File: config.mk
export PLATFORM = sky130hd
export DESIGN_NAME = timed_led_event_table
export DESIGN_NICKNAME = d
export VERILOG_FILES = /design/src/tlet_pkg.sv /design/src/tlet_ram.sv /design/src/tlet_slot_map.sv /design/src/timed_led_event_table.sv
export SDC_FILE = /design/constraint.sdc
export NUM_CORES = 1
export LEC_CHECK = 0
export BUFFER_PORTS_ARGS = -buffer_cell sky130_fd_sc_hd__buf_2
export CAP_MARGIN = 20
export CORE_MARGIN = 3
export CORE_UTILIZATION = 55
export DETAILED_ROUTE_END_ITERATION = 6
export PLACE_DENSITY = 0.75
export SETUP_SLACK_MARGIN = 0.05
export SLEW_MARGIN = 20
export SYNTH_ARGS = -nofsm -noshare
export SYNTH_HDL_FRONTEND = slang
export SYNTH_SLANG_ARGS = --single-unit
File: constraint.sdc
create_clock -name clk -period 5.42 [get_ports clk]
set_input_delay 0.813 -clock clk [delete_from_list [all_inputs] [get_ports clk]]
set_output_delay 0.813 -clock clk [all_outputs]
set_load 0.02 [all_outputs]
File: src/tlet_pkg.sv
// Package for the timed LED event table: opcodes, status codes and the
// control structs passed between the sequencer and the slot map.
// No dependencies.
`default_nettype none

package tlet_pkg;

  // Item opcodes
  typedef enum logic [1:0] {
    OP_TICK   = 2'd0,
    OP_ADD    = 2'd1,
    OP_REMOVE = 2'd2,
    OP_QUERY  = 2'd3
  } tlet_op_t;

  // Result status codes
  localparam logic [2:0] ST_OK    = 3'd0;
  localparam logic [2:0] ST_FULL  = 3'd1;
  localparam logic [2:0] ST_NONE  = 3'd2;
  localparam logic [2:0] ST_RANGE = 3'd3;
  localparam logic [2:0] ST_EMPTY = 3'd4;

  // Width of a slot index as carried between modules (up to 256 slots)
  localparam int unsigned IDX_BITS = 8;

  // Slot map update request
  typedef struct packed {
    logic                set;
    logic                clr;
    logic [IDX_BITS-1:0] idx;
  } tlet_map_cmd_t;

  // Slot map occupancy flags
  typedef struct packed {
    logic any;
    logic full;
  } tlet_map_st_t;

endpackage

`default_nettype wire

File: src/tlet_ram.sv
// Generic single-write, single-read synchronous RAM with registered read.
// No dependencies.
`default_nettype none

module tlet_ram #(
  parameter int unsigned WIDTH = 8,
  parameter int unsigned DEPTH = 16
) (
  input  wire                                  clk,
  input  wire                                  we,
  input  wire  [(DEPTH > 1 ? $clog2(DEPTH) : 1)-1:0] waddr,
  input  wire  [WIDTH-1:0]                     wdata,
  input  wire  [(DEPTH > 1 ? $clog2(DEPTH) : 1)-1:0] raddr,
  output logic [WIDTH-1:0]                     rdata
);

  logic [WIDTH-1:0] mem [DEPTH];

  always_ff @(posedge clk) begin
    if (we) begin
      mem[waddr] <= wdata;
    end
    rdata <= mem[raddr];
  end

endmodule

`default_nettype wire

File: src/tlet_slot_map.sv
// Slot occupancy map: one valid flop per slot plus a fill count.
// Depends on tlet_pkg.
`default_nettype none

module tlet_slot_map
  import tlet_pkg::*;
#(
  parameter int unsigned NUM_SLOTS = 16
) (
  input  wire                                          clk,
  input  wire                                          rst,
  input  tlet_map_cmd_t                                cmd,
  input  wire  [(NUM_SLOTS > 1 ? $clog2(NUM_SLOTS) : 1)-1:0] rd_idx,
  output logic                                         rd_valid,
  output tlet_map_st_t                                 st
);

  localparam int unsigned IW = (NUM_SLOTS > 1) ? $clog2(NUM_SLOTS) : 1;
  localparam int unsigned CW = $clog2(NUM_SLOTS + 1);

  logic [NUM_SLOTS-1:0] valid;
  logic [CW-1:0]        count;

  // Set and clear are never requested together
  always_ff @(posedge clk) begin
    if (rst) begin
      valid <= '0;
      count <= '0;
    end else if (cmd.set) begin
      valid[cmd.idx[IW-1:0]] <= 1'b1;
      count <= count + CW'(1);
    end else if (cmd.clr) begin
      valid[cmd.idx[IW-1:0]] <= 1'b0;
      count <= count - CW'(1);
    end
  end

  assign rd_valid = valid[rd_idx];
  assign st.any   = (count != '0);
  assign st.full  = (count == CW'(NUM_SLOTS));

endmodule

`default_nettype wire

File: src/timed_led_event_table.sv
// Timed LED event table, top level: item sequencer, LED register and
// result register. Depends on tlet_pkg, tlet_ram and tlet_slot_map.
//
// Usage: one input channel (in_valid/in_ready) carries items with an opcode:
// tick (current time), add event, remove event or query. Every item gives
// exactly one result on the output channel (out_valid/out_ready): status,
// chosen slot, LED bits after the item and an any-events flag.
// Items are handled one at a time. A tick reads every slot from the event
// RAM in turn, one read per cycle, and applies each in-use entry whose time
// matches to the LED bits. An add walks the valid flops from slot 0 until
// it finds a free one; on a full table it goes straight to the done state,
// as do remove and query, where the result is loaded into the output register.
// The block is ready again in the cycle after its result is loaded into the
// output register, so a new item may be taken while a result still waits.
// If the receiver stalls with a result held, a finished item waits in the
// sequencer until the output register frees.
// Reset (rst, synchronous) empties the table through the valid flops, turns
// all LEDs off and drops out_valid; the RAM contents need no clearing.
`default_nettype none

module timed_led_event_table
  import tlet_pkg::*;
#(
  parameter int unsigned NUM_SLOTS  = 16,
  parameter int unsigned TIME_WIDTH = 32
) (
  input  wire         clk,
  input  wire         rst,
  input  wire         in_valid,
  output logic        in_ready,
  input  wire  [1:0]  opcode,
  input  wire  [31:0] now_time,
  input  wire         action,
  input  wire  [2:0]  led_number,
  input  wire  [31:0] event_time,
  input  wire  [7:0]  slot_index,
  output logic        out_valid,
  input  wire         out_ready,
  output logic [2:0]  status,
  output logic [3:0]  slot,
  output logic [7:0]  led_state,
  output logic        any_events
);

  localparam int unsigned IW  = (NUM_SLOTS > 1) ? $clog2(NUM_SLOTS) : 1;
  localparam int unsigned SCW = $clog2(NUM_SLOTS + 1);
  localparam int unsigned SW  = (TIME_WIDTH < 32) ? TIME_WIDTH : 32;
  localparam int unsigned DW  = SW + 4;

  typedef enum logic [1:0] {
    S_IDLE,
    S_TICK,
    S_ADD,
    S_DONE
  } state_t;

  state_t        state;
  logic [SCW-1:0] scan;
  logic [IW-1:0]  scan_addr;
  logic           issuing;
  logic           rd_pend;
  logic [IW-1:0]  rd_q;
  logic [SW-1:0]  now_r;
  logic           act_r;
  logic [2:0]     led_r;
  logic [SW-1:0]  etime_r;
  logic [7:0]     led_bits;
  logic [2:0]     res_status;
  logic [3:0]     res_slot;

  logic           ram_we;
  logic [DW-1:0]  ram_wdata;
  logic [DW-1:0]  ram_rdata;

  tlet_map_cmd_t  map_cmd;
  tlet_map_st_t   map_st;
  logic [IW-1:0]  map_rd_idx;
  logic           map_rd_valid;

  logic           in_xfer;
  logic           out_free;
  logic           rem_in_range;
  logic           hit;

  assign in_ready  = (state == S_IDLE);
  assign in_xfer   = in_valid && in_ready;
  assign out_free  = !out_valid || out_ready;
  assign scan_addr = scan[IW-1:0];
  assign issuing   = (scan < SCW'(NUM_SLOTS));
  assign rem_in_range = ({1'b0, slot_index} < 9'(NUM_SLOTS));

  // Valid-flop read index follows whichever step needs it
  always_comb begin
    unique case (state)
      S_IDLE:  map_rd_idx = slot_index[IW-1:0];
      S_TICK:  map_rd_idx = rd_q;
      default: map_rd_idx = scan_addr;
    endcase
  end

  // Slot map updates: add claims a free slot, remove frees one on transfer
  always_comb begin
    map_cmd     = '0;
    map_cmd.idx = IDX_BITS'(scan_addr);
    if (state == S_ADD && !map_rd_valid) begin
      map_cmd.set = 1'b1;
    end else if (in_xfer && opcode == OP_REMOVE && map_st.any && rem_in_range &&
                 map_rd_valid) begin
      map_cmd.clr = 1'b1;
      map_cmd.idx = slot_index;
    end
  end

  // Event RAM write on a successful add
  assign ram_we    = map_cmd.set;
  assign ram_wdata = {act_r, led_r, etime_r};

  // A returned entry fires when it is in use and its time matches
  assign hit = rd_pend && map_rd_valid && (ram_rdata[SW-1:0] == now_r);

  tlet_ram #(
    .WIDTH (DW),
    .DEPTH (NUM_SLOTS)
  ) u_event_ram (
    .clk   (clk),
    .we    (ram_we),
    .waddr (scan_addr),
    .wdata (ram_wdata),
    .raddr (scan_addr),
    .rdata (ram_rdata)
  );

  tlet_slot_map #(
    .NUM_SLOTS (NUM_SLOTS)
  ) u_slot_map (
    .clk      (clk),
    .rst      (rst),
    .cmd      (map_cmd),
    .rd_idx   (map_rd_idx),
    .rd_valid (map_rd_valid),
    .st       (map_st)
  );

  // Sequencer, LED register and result register
  always_ff @(posedge clk) begin
    if (rst) begin
      state     <= S_IDLE;
      scan      <= '0;
      rd_pend   <= 1'b0;
      led_bits  <= '0;
      out_valid <= 1'b0;
    end else begin
      // A result loaded in S_DONE takes over the slot being drained
      if (out_valid && out_ready && state != S_DONE) begin
        out_valid <= 1'b0;
      end
      unique case (state)
        S_IDLE: begin
          if (in_xfer) begin
            now_r      <= now_time[SW-1:0];
            act_r      <= action;
            led_r      <= led_number;
            etime_r    <= event_time[SW-1:0];
            scan       <= '0;
            rd_pend    <= 1'b0;
            res_status <= ST_OK;
            res_slot   <= '0;
            unique case (tlet_op_t'(opcode))
              OP_TICK: state <= S_TICK;
              OP_ADD: begin
                if (map_st.full) begin
                  res_status <= ST_FULL;
                  state      <= S_DONE;
                end else begin
                  state <= S_ADD;
                end
              end
              OP_REMOVE: begin
                priority if (!map_st.any) res_status <= ST_NONE;
                else if (!rem_in_range)   res_status <= ST_RANGE;
                else if (!map_rd_valid)   res_status <= ST_EMPTY;
                else                      res_status <= ST_OK;
                state <= S_DONE;
              end
              OP_QUERY: state <= S_DONE;
            endcase
          end
        end
        S_TICK: begin
          // Issue one read a cycle, handle the entry read in the last cycle
          if (issuing) begin
            scan <= scan + SCW'(1);
          end
          rd_pend <= issuing;
          rd_q    <= scan_addr;
          if (hit) begin
            led_bits[ram_rdata[SW+2:SW]] <= ram_rdata[SW+3];
          end
          if (!issuing && !rd_pend) begin
            state <= S_DONE;
          end
        end
        S_ADD: begin
          if (!map_rd_valid) begin
            res_slot <= 4'(scan_addr);
            state    <= S_DONE;
          end else begin
            scan <= scan + SCW'(1);
          end
        end
        S_DONE: begin
          if (out_free) begin
            status     <= res_status;
            slot       <= res_slot;
            led_state  <= led_bits;
            any_events <= map_st.any;
            out_valid  <= 1'b1;
            state      <= S_IDLE;
          end
        end
      endcase
    end
  end

  // An add scan only starts with room in the table
  a_add_not_full: assert property (@(posedge clk) disable iff (rst)
    (state == S_ADD) |-> !map_st.full)
    else $error("add scan running on a full table");

  // A full report implies the table holds events
  a_full_has_events: assert property (@(posedge clk) disable iff (rst)
    (out_valid && status == ST_FULL) |-> any_events)
    else $error("table full reported with no events");

  // A remove on an empty table leaves it empty
  a_none_is_empty: assert property (@(posedge clk) disable iff (rst)
    (out_valid && status == ST_NONE) |-> !any_events)
    else $error("no-events status with events present");

  // Tick read returns only while the scan is live
  a_tick_pend: assert property (@(posedge clk) disable iff (rst)
    rd_pend |-> (state == S_TICK))
    else $error("RAM read pending outside a tick");

endmodule

`default_nettype wire
---- Word level (Yosys, flattened, before mapping) ----
Memories as Yosys holds them, arrays and structs flattened. A register that Yosys moved wholly into a read port is not among the register bits.
Cells that the tools add are included.
storage, ports and cells
  memory bits (writable) .................. 576
  output and inout port bits .............. 18
  register bits ........................... 133
  input port bits ......................... 82
  bits in latches ......................... 0
  memories kept ........................... 1
  ROM bits ................................ 0
memories
  name             words  bits a word  read ports  clocked after Yosys merged registers in  wr ports  line            source
  u_event_ram.mem  16     36           1           1                                        1         tlet_ram.sv:17  logic [WIDTH-1:0] mem [DEPTH];
cells by class
  eq/ne operators ......................... 15
  $lt $le $gt $ge ......................... 7
  div/mod/pow operators ................... 0
  $mul .................................... 0
  reduce and logical (&&, ||, !) cells .... 34
  bitwise logic cells ..................... 4
  add/subtract/negate cells ............... 3
  mux-type cells .......................... 41
  shift-type cells ........................ 0
operator list
  operator                                             number
  equality test 32 bit                                 1
  2-to-1 mux 16 bit                                    2
  2-to-1 mux 5 bit                                     5
  2-to-1 mux 9 bit                                     2
  bitwise AND 16 bit                                   1
  inverter 16 bit                                      1
  OR 16 bit                                            1
  one-hot mux 4 bit (2 select lines)                   2
  one-hot mux 5 bit (3 select lines)                   1
  logical AND 1 bit                                    13
  2-to-1 mux 1 bit                                     12
  != test 2 bit (second input constant)                6
  AND reduction 4 bit                                  3
  adder 5 x 1 -> 5 bit (second input constant)         2
  < comparator 4 x 5 -> 1 bit (second input constant)  2
  2-to-1 mux 3 bit                                     3
  bitwise mux 8 bit                                    1
  equality test 2 bit (second input constant)          4
  < comparator 8 x 5 -> 1 bit (second input constant)  1
  2-to-1 mux 2 bit                                     4
  2-to-1 mux 4 bit                                     2
  one-hot mux 2 bit (4 select lines)                   1
  one-hot mux 2 bit (3 select lines)                   1
  one-hot mux 3 bit (2 select lines)                   1
  22 further kinds                                     32

---- Logic depth before layout (Yosys ltp) ----
  depth in word-level cells ............... 16
  mapped depth ............................ 17
  depth with buffers taken out ............ 15

---- Modules after synthesis ----
Synthesis repeated with hierarchy kept, for this count alone.
second synthesis, totals
  cells, all modules ...................... 1366
  area, all modules ....................... 28026.9 um2
modules (own cells, without submodules)
  module                 cells an instance  times used  sequential area each (um2)  area an instance (um2)
  tlet_ram               938                1           18017.3                     22318.9
  timed_led_event_table  305                1           3193.1                      4553.1
  tlet_slot_map          123                1           420.4                       1154.9

---- Least setup slack after synthesis ----
No wires, ideal clock.
  path kind ............................... register to register
  start point ............................. reg state[0]
  end point ............................... mem u_event_ram.mem[0][0] in the netlist's numbering (enable)
  data arrival time ....................... 4.928 ns
  clock period less this slack ............ 5.402 ns
  cell stages (with the launch flop) ...... 13
  required time ........................... 4.946 ns
  setup slack ............................. 0.018 ns
  path through ............................ dfxtp_1 > inv_1 > ha_1 > or2_1 > buf_6 > mux2i_4 > mux2i_1 > a22oi_2 > a21o_1 > nand2_1 > buf_2 > nand2_1 > nor3_1
between the ends
  longest elaborated chain between the ends .. 9
  elaborated cells on any way between the ends .. 11
RTL lines
  element                                 line                          source
  start, declared                         timed_led_event_table.sv:57   state_t state;
  start signal, assigned                  timed_led_event_table.sv:147  state <= S_IDLE;
  start signal, assigned                  timed_led_event_table.sv:169  OP_TICK: state <= S_TICK;
  start signal, assigned                  timed_led_event_table.sv:173  state <= S_DONE;
  logical NOT 2 bit                       n/a
  named net in_ready                      timed_led_event_table.sv:30   output logic in_ready,
  one-hot mux 4 bit (2 select lines)      timed_led_event_table.sv:94   unique case (state)
  binary-select mux 1 bit (select 4 bit)  tlet_slot_map.sv:38           assign rd_valid = valid[rd_idx];
  2-to-1 mux 1 bit (not written as such)  tlet_slot_map.sv:38
  logical NOT 1 bit                       n/a
  logical AND 1 bit                       timed_led_event_table.sv:105  if (state == S_ADD && !map_rd_valid) begin
  2-to-1 mux 1 bit                        timed_led_event_table.sv:105
  2-to-1 mux 1 bit                        tlet_ram.sv:20                if (we) begin
  2-to-1 mux 1 bit (not written as such)  tlet_ram.sv:21                mem[waddr] <= wdata;
  end, declared                           tlet_ram.sv:17
The timed path passes the listed nets, and every way through them passes these cells. The select of a mux whose other input is x is not followed.

---- Final worst setup path ----
  start point ............................. reg state[1]
  end point ............................... reg u_slot_map.count[4]
between the ends
  longest elaborated chain between the ends .. 9
  elaborated cells on any way between the ends .. 18
RTL lines
  element                                                                   line                 source
  parallel branches: the longest is 9 deep, another holds 2-to-1 mux 9 bit  n/a
  end signal, assigned                                                      tlet_slot_map.sv:31  count <= count + CW'(1);
  end signal, assigned                                                      tlet_slot_map.sv:34  count <= count - CW'(1);
  end, declared                                                             tlet_slot_map.sv:22  logic [CW-1:0] count;
Parallel ways; which one is timed is not known. The select of a mux whose other input is x is not followed.
A chain may end at the register's enable or synchronous reset.

==> metrics <==
status completed; crit path launch type register; Pleak between 10 and 15 nW; Final Max Tran Viols 0; core area 50500 um2; CTS root buffer clkbuf_16; power density over the cells approximately 470 nW/um2; first-pass GRT wire length 93200 um; WS Path Type register to register; H-tree Lvls 3; VDD IR max ~0.30 mV; CTS tree yes; synthesis-stage register bit count 745; cell taking the most area after synthesis edfxtp_1; fmax 220 MHz; Worst Tran Pin Value ~1100 ps; # fillers 3321; post-synthesis sequential area ratio between 70% and 80%; fin util roughly 64%; GP Congestion around 0.85; die area 54200 um2; Period Utilization, post-route 84.0%; WP data arrival about 5000 ps; Synthesis Warnings 0; Post-CTS Setup Bufs 0; # clock sinks approximately 750; share of cells above drive strength 1 29.1%; CP max FO 15; most used flip-flop cell after synthesis edfxtp_1; overall die height around 230 um; Num CTS Buffers 74; # nets final roughly 1600; HP Class primary input to register; DRC 0; largest net degree at the start of global routing 74; syn avg cell area approximately 21 um2; setup_tns 0 ps; distinct cell type count after synthesis between 50 and 60; Vias between 10000 and 15000; port bufs 99; Max clock buf depth 3; Synth Instances 1328; Cell Rows 82; setup slack after placement 1020 ps; Resize count post-CTS 0; Sequential Area 21600 um2; initial antenna violation count 1; Detailed Route WL ~62000 um; antenna viol nets, final 0; Starting Density between 50% and 60%; # IOs 100; Max-Cap Viols 0; hold_buf cts 0; Power Total ~15 mW; RSZ-0062 raised after global routing false; number of synthesized flops with an enable pin 671; Async SR Flop Fraction 0%; clock slew at reported path FFs roughly 60 ps; clk_skew around 22 ps; Period minus WS final approximately 4600 ps; Slew Limit Headroom roughly 28%; Mapped Nets 1425; Synth-to-Final Area Change 13.7%; Finish-stage setup viols 0; worst path required time a little under 6000 ps; DR pass1 iterations 6; area occupied by multi-input gates between 6000 and 7000 um2; GR Overflow Total 0; top-area cell type share of the netlist area 71.2%; drt initial violations ~1700; die extent in x about 230 um; worst skew pair latency around 600 ps; Routed WL per cell ~28 um; vias in the first global route about 14000; post-DP HPWL ~35000 um; Fin. Hold Viols 0; critical path endpoint category register; worst setup margin just under 900 ps; drt via density approximately 6.3; gr usage total 23.7%; top post-synthesis cells by area edfxtp_1, mux4_2, dfxtp_1; Syn Std Cell Area between 20000 and 30000 um2
-- power breakdown --
group / internal, mW / switching (mW) / leakage, nW / total [mW]
logic: 1.32 / 1.50 / 2.33 / 2.82
clock network: 2.89 / 2.10 / 1.14 / 4.99
registers: 6.87 / 0.408 / 6.68 / 7.27
total: 11.1 / 4.01 / 10.2 / 15.1
-- synth_stat cells (all sizes together) (5+ instances only) --
library cell	n
a211oi	10
a21oi	24
a22oi	5
and2	5
buf	23
clkbuf	37
dfxtp	74
edfxtp	671
ha	15
inv	14
mux2i	22
mux4	180
nand2	25
nand2b	22
nand3	9
nand4	8
nor2	24
nor2b	10
nor3	15
nor4	10
o211ai	5
o21ai	22
o22ai	12
or3	12
xor2	31
-- worst max-delay path, stage by stage (launching register included) --
cell	delay (ps)
dfxtp_1	340
inv_1	110
ha_1	410
or2_1	340
mux2i_4	490
mux2i_1	130
a22oi_1	330
a21o_1	290
nand2_1	290
inv_1	500
ha_1	380
inv_1	110
nor2_1	50
o211ai_1	160
o31a_1	190
mux2_1	320
-- through the flow --
stage / cells / hold WS, ps / cell area (um2)
final: 2202 / 385 / 32100
after global routing: 2201 / 364 / 32100
after CTS: 2200 / 348 / 32100
after detailed placement: 2066 / 405 / 29800
after global placement: 2066 / 400 / 29800
after floorplan: 1328 / 400 / 28300
-- layer usage --
metal / share of wire (%) / track usage [%] / wire, um / vias to the layer above
met4: 2.9 / 8.04 / 1810 / 0
met2: 49 / 37.5 / 30500 / 651
met5: 0 / 0 / 0 / -
met3: 7.4 / 4.71 / 4550 / 121
met1: 40 / 33.6 / 24900 / 7211
li1: - / - / - / 5799
-- sequential cells by signal, indices dropped and copies added, names as in the netlist, named ones only --
signal and cells:
act_r 1, any_events 1, etime_r 32, led_bits 8, led_r 3, led_state 8, now_r 32, out_valid 1
rd_pend 1, rd_q 4, res_slot 4, res_status 3, scan 5, slot 4, state 2, status 3
u_event_ram.mem 576, u_event_ram.rdata 36, u_slot_map.count 5
-- logic make-up (layout without fill, tap and decap cells) --
family          count (synthesis)  count (layout)  synth area share, %
buf+inv                        74             274                 1.07
simple gates                  153             153                 2.91
other cells                     0               2                    0
mux                           203             203                 15.2
compound gates                105             105                 2.65
fa+ha+maj                      15              15                0.664
xor+xnor                       33              33                 1.02
flops                         745             745                 76.5
-- worst paths after layout --
path,start,endpoint,slack (ps),cells past startpoint
worst max register to register,state[1],u_slot_map.count[4],870,15
worst min-delay path,now_time[22],now_r[22],390,1
worst min register to register,res_status[0],status[0],420,0
worst max-delay path,state[1],u_slot_map.count[4],870,15
-- layout make-up --
cell class                      count  area share [%]
Clock inverter                     38            1.09
Clock buffer                       96            6.22
Timing Repair Buffer              126            2.37
Sequential cell                   745            67.3
Antenna cell                        2          0.0156
Multi-Input combinational cell    509            20.2
Tap cell                          672            2.62
Inverter                           14           0.163
-- cells in the final DEF, fill, tap and decap left out, types with 11 or more instances in the layout --
| cell type | Yosys | final |
|---|---|---|
| a21oi_1 | 24 | 24 |
| buf_2 | 3 | 99 |
| buf_4 | 0 | 22 |
| clkbuf_1 | 37 | 19 |
| clkbuf_16 | 0 | 77 |
| clkinv_2 | 0 | 15 |
| dfxtp_1 | 74 | 70 |
| edfxtp_1 | 671 | 671 |
| ha_1 | 15 | 15 |
| inv_1 | 14 | 14 |
| mux2i_1 | 21 | 21 |
| mux4_2 | 180 | 180 |
| nand2_1 | 25 | 25 |
| nand2b_1 | 22 | 22 |
| nor2_1 | 24 | 12 |
| nor2_4 | 0 | 12 |
| nor3_1 | 15 | 11 |
| o21ai_0 | 22 | 22 |
| o22ai_1 | 12 | 12 |
| or3_1 | 12 | 12 |
| xor2_1 | 31 | 31 |
Note: power is estimated with default switching activity, not from simulation.
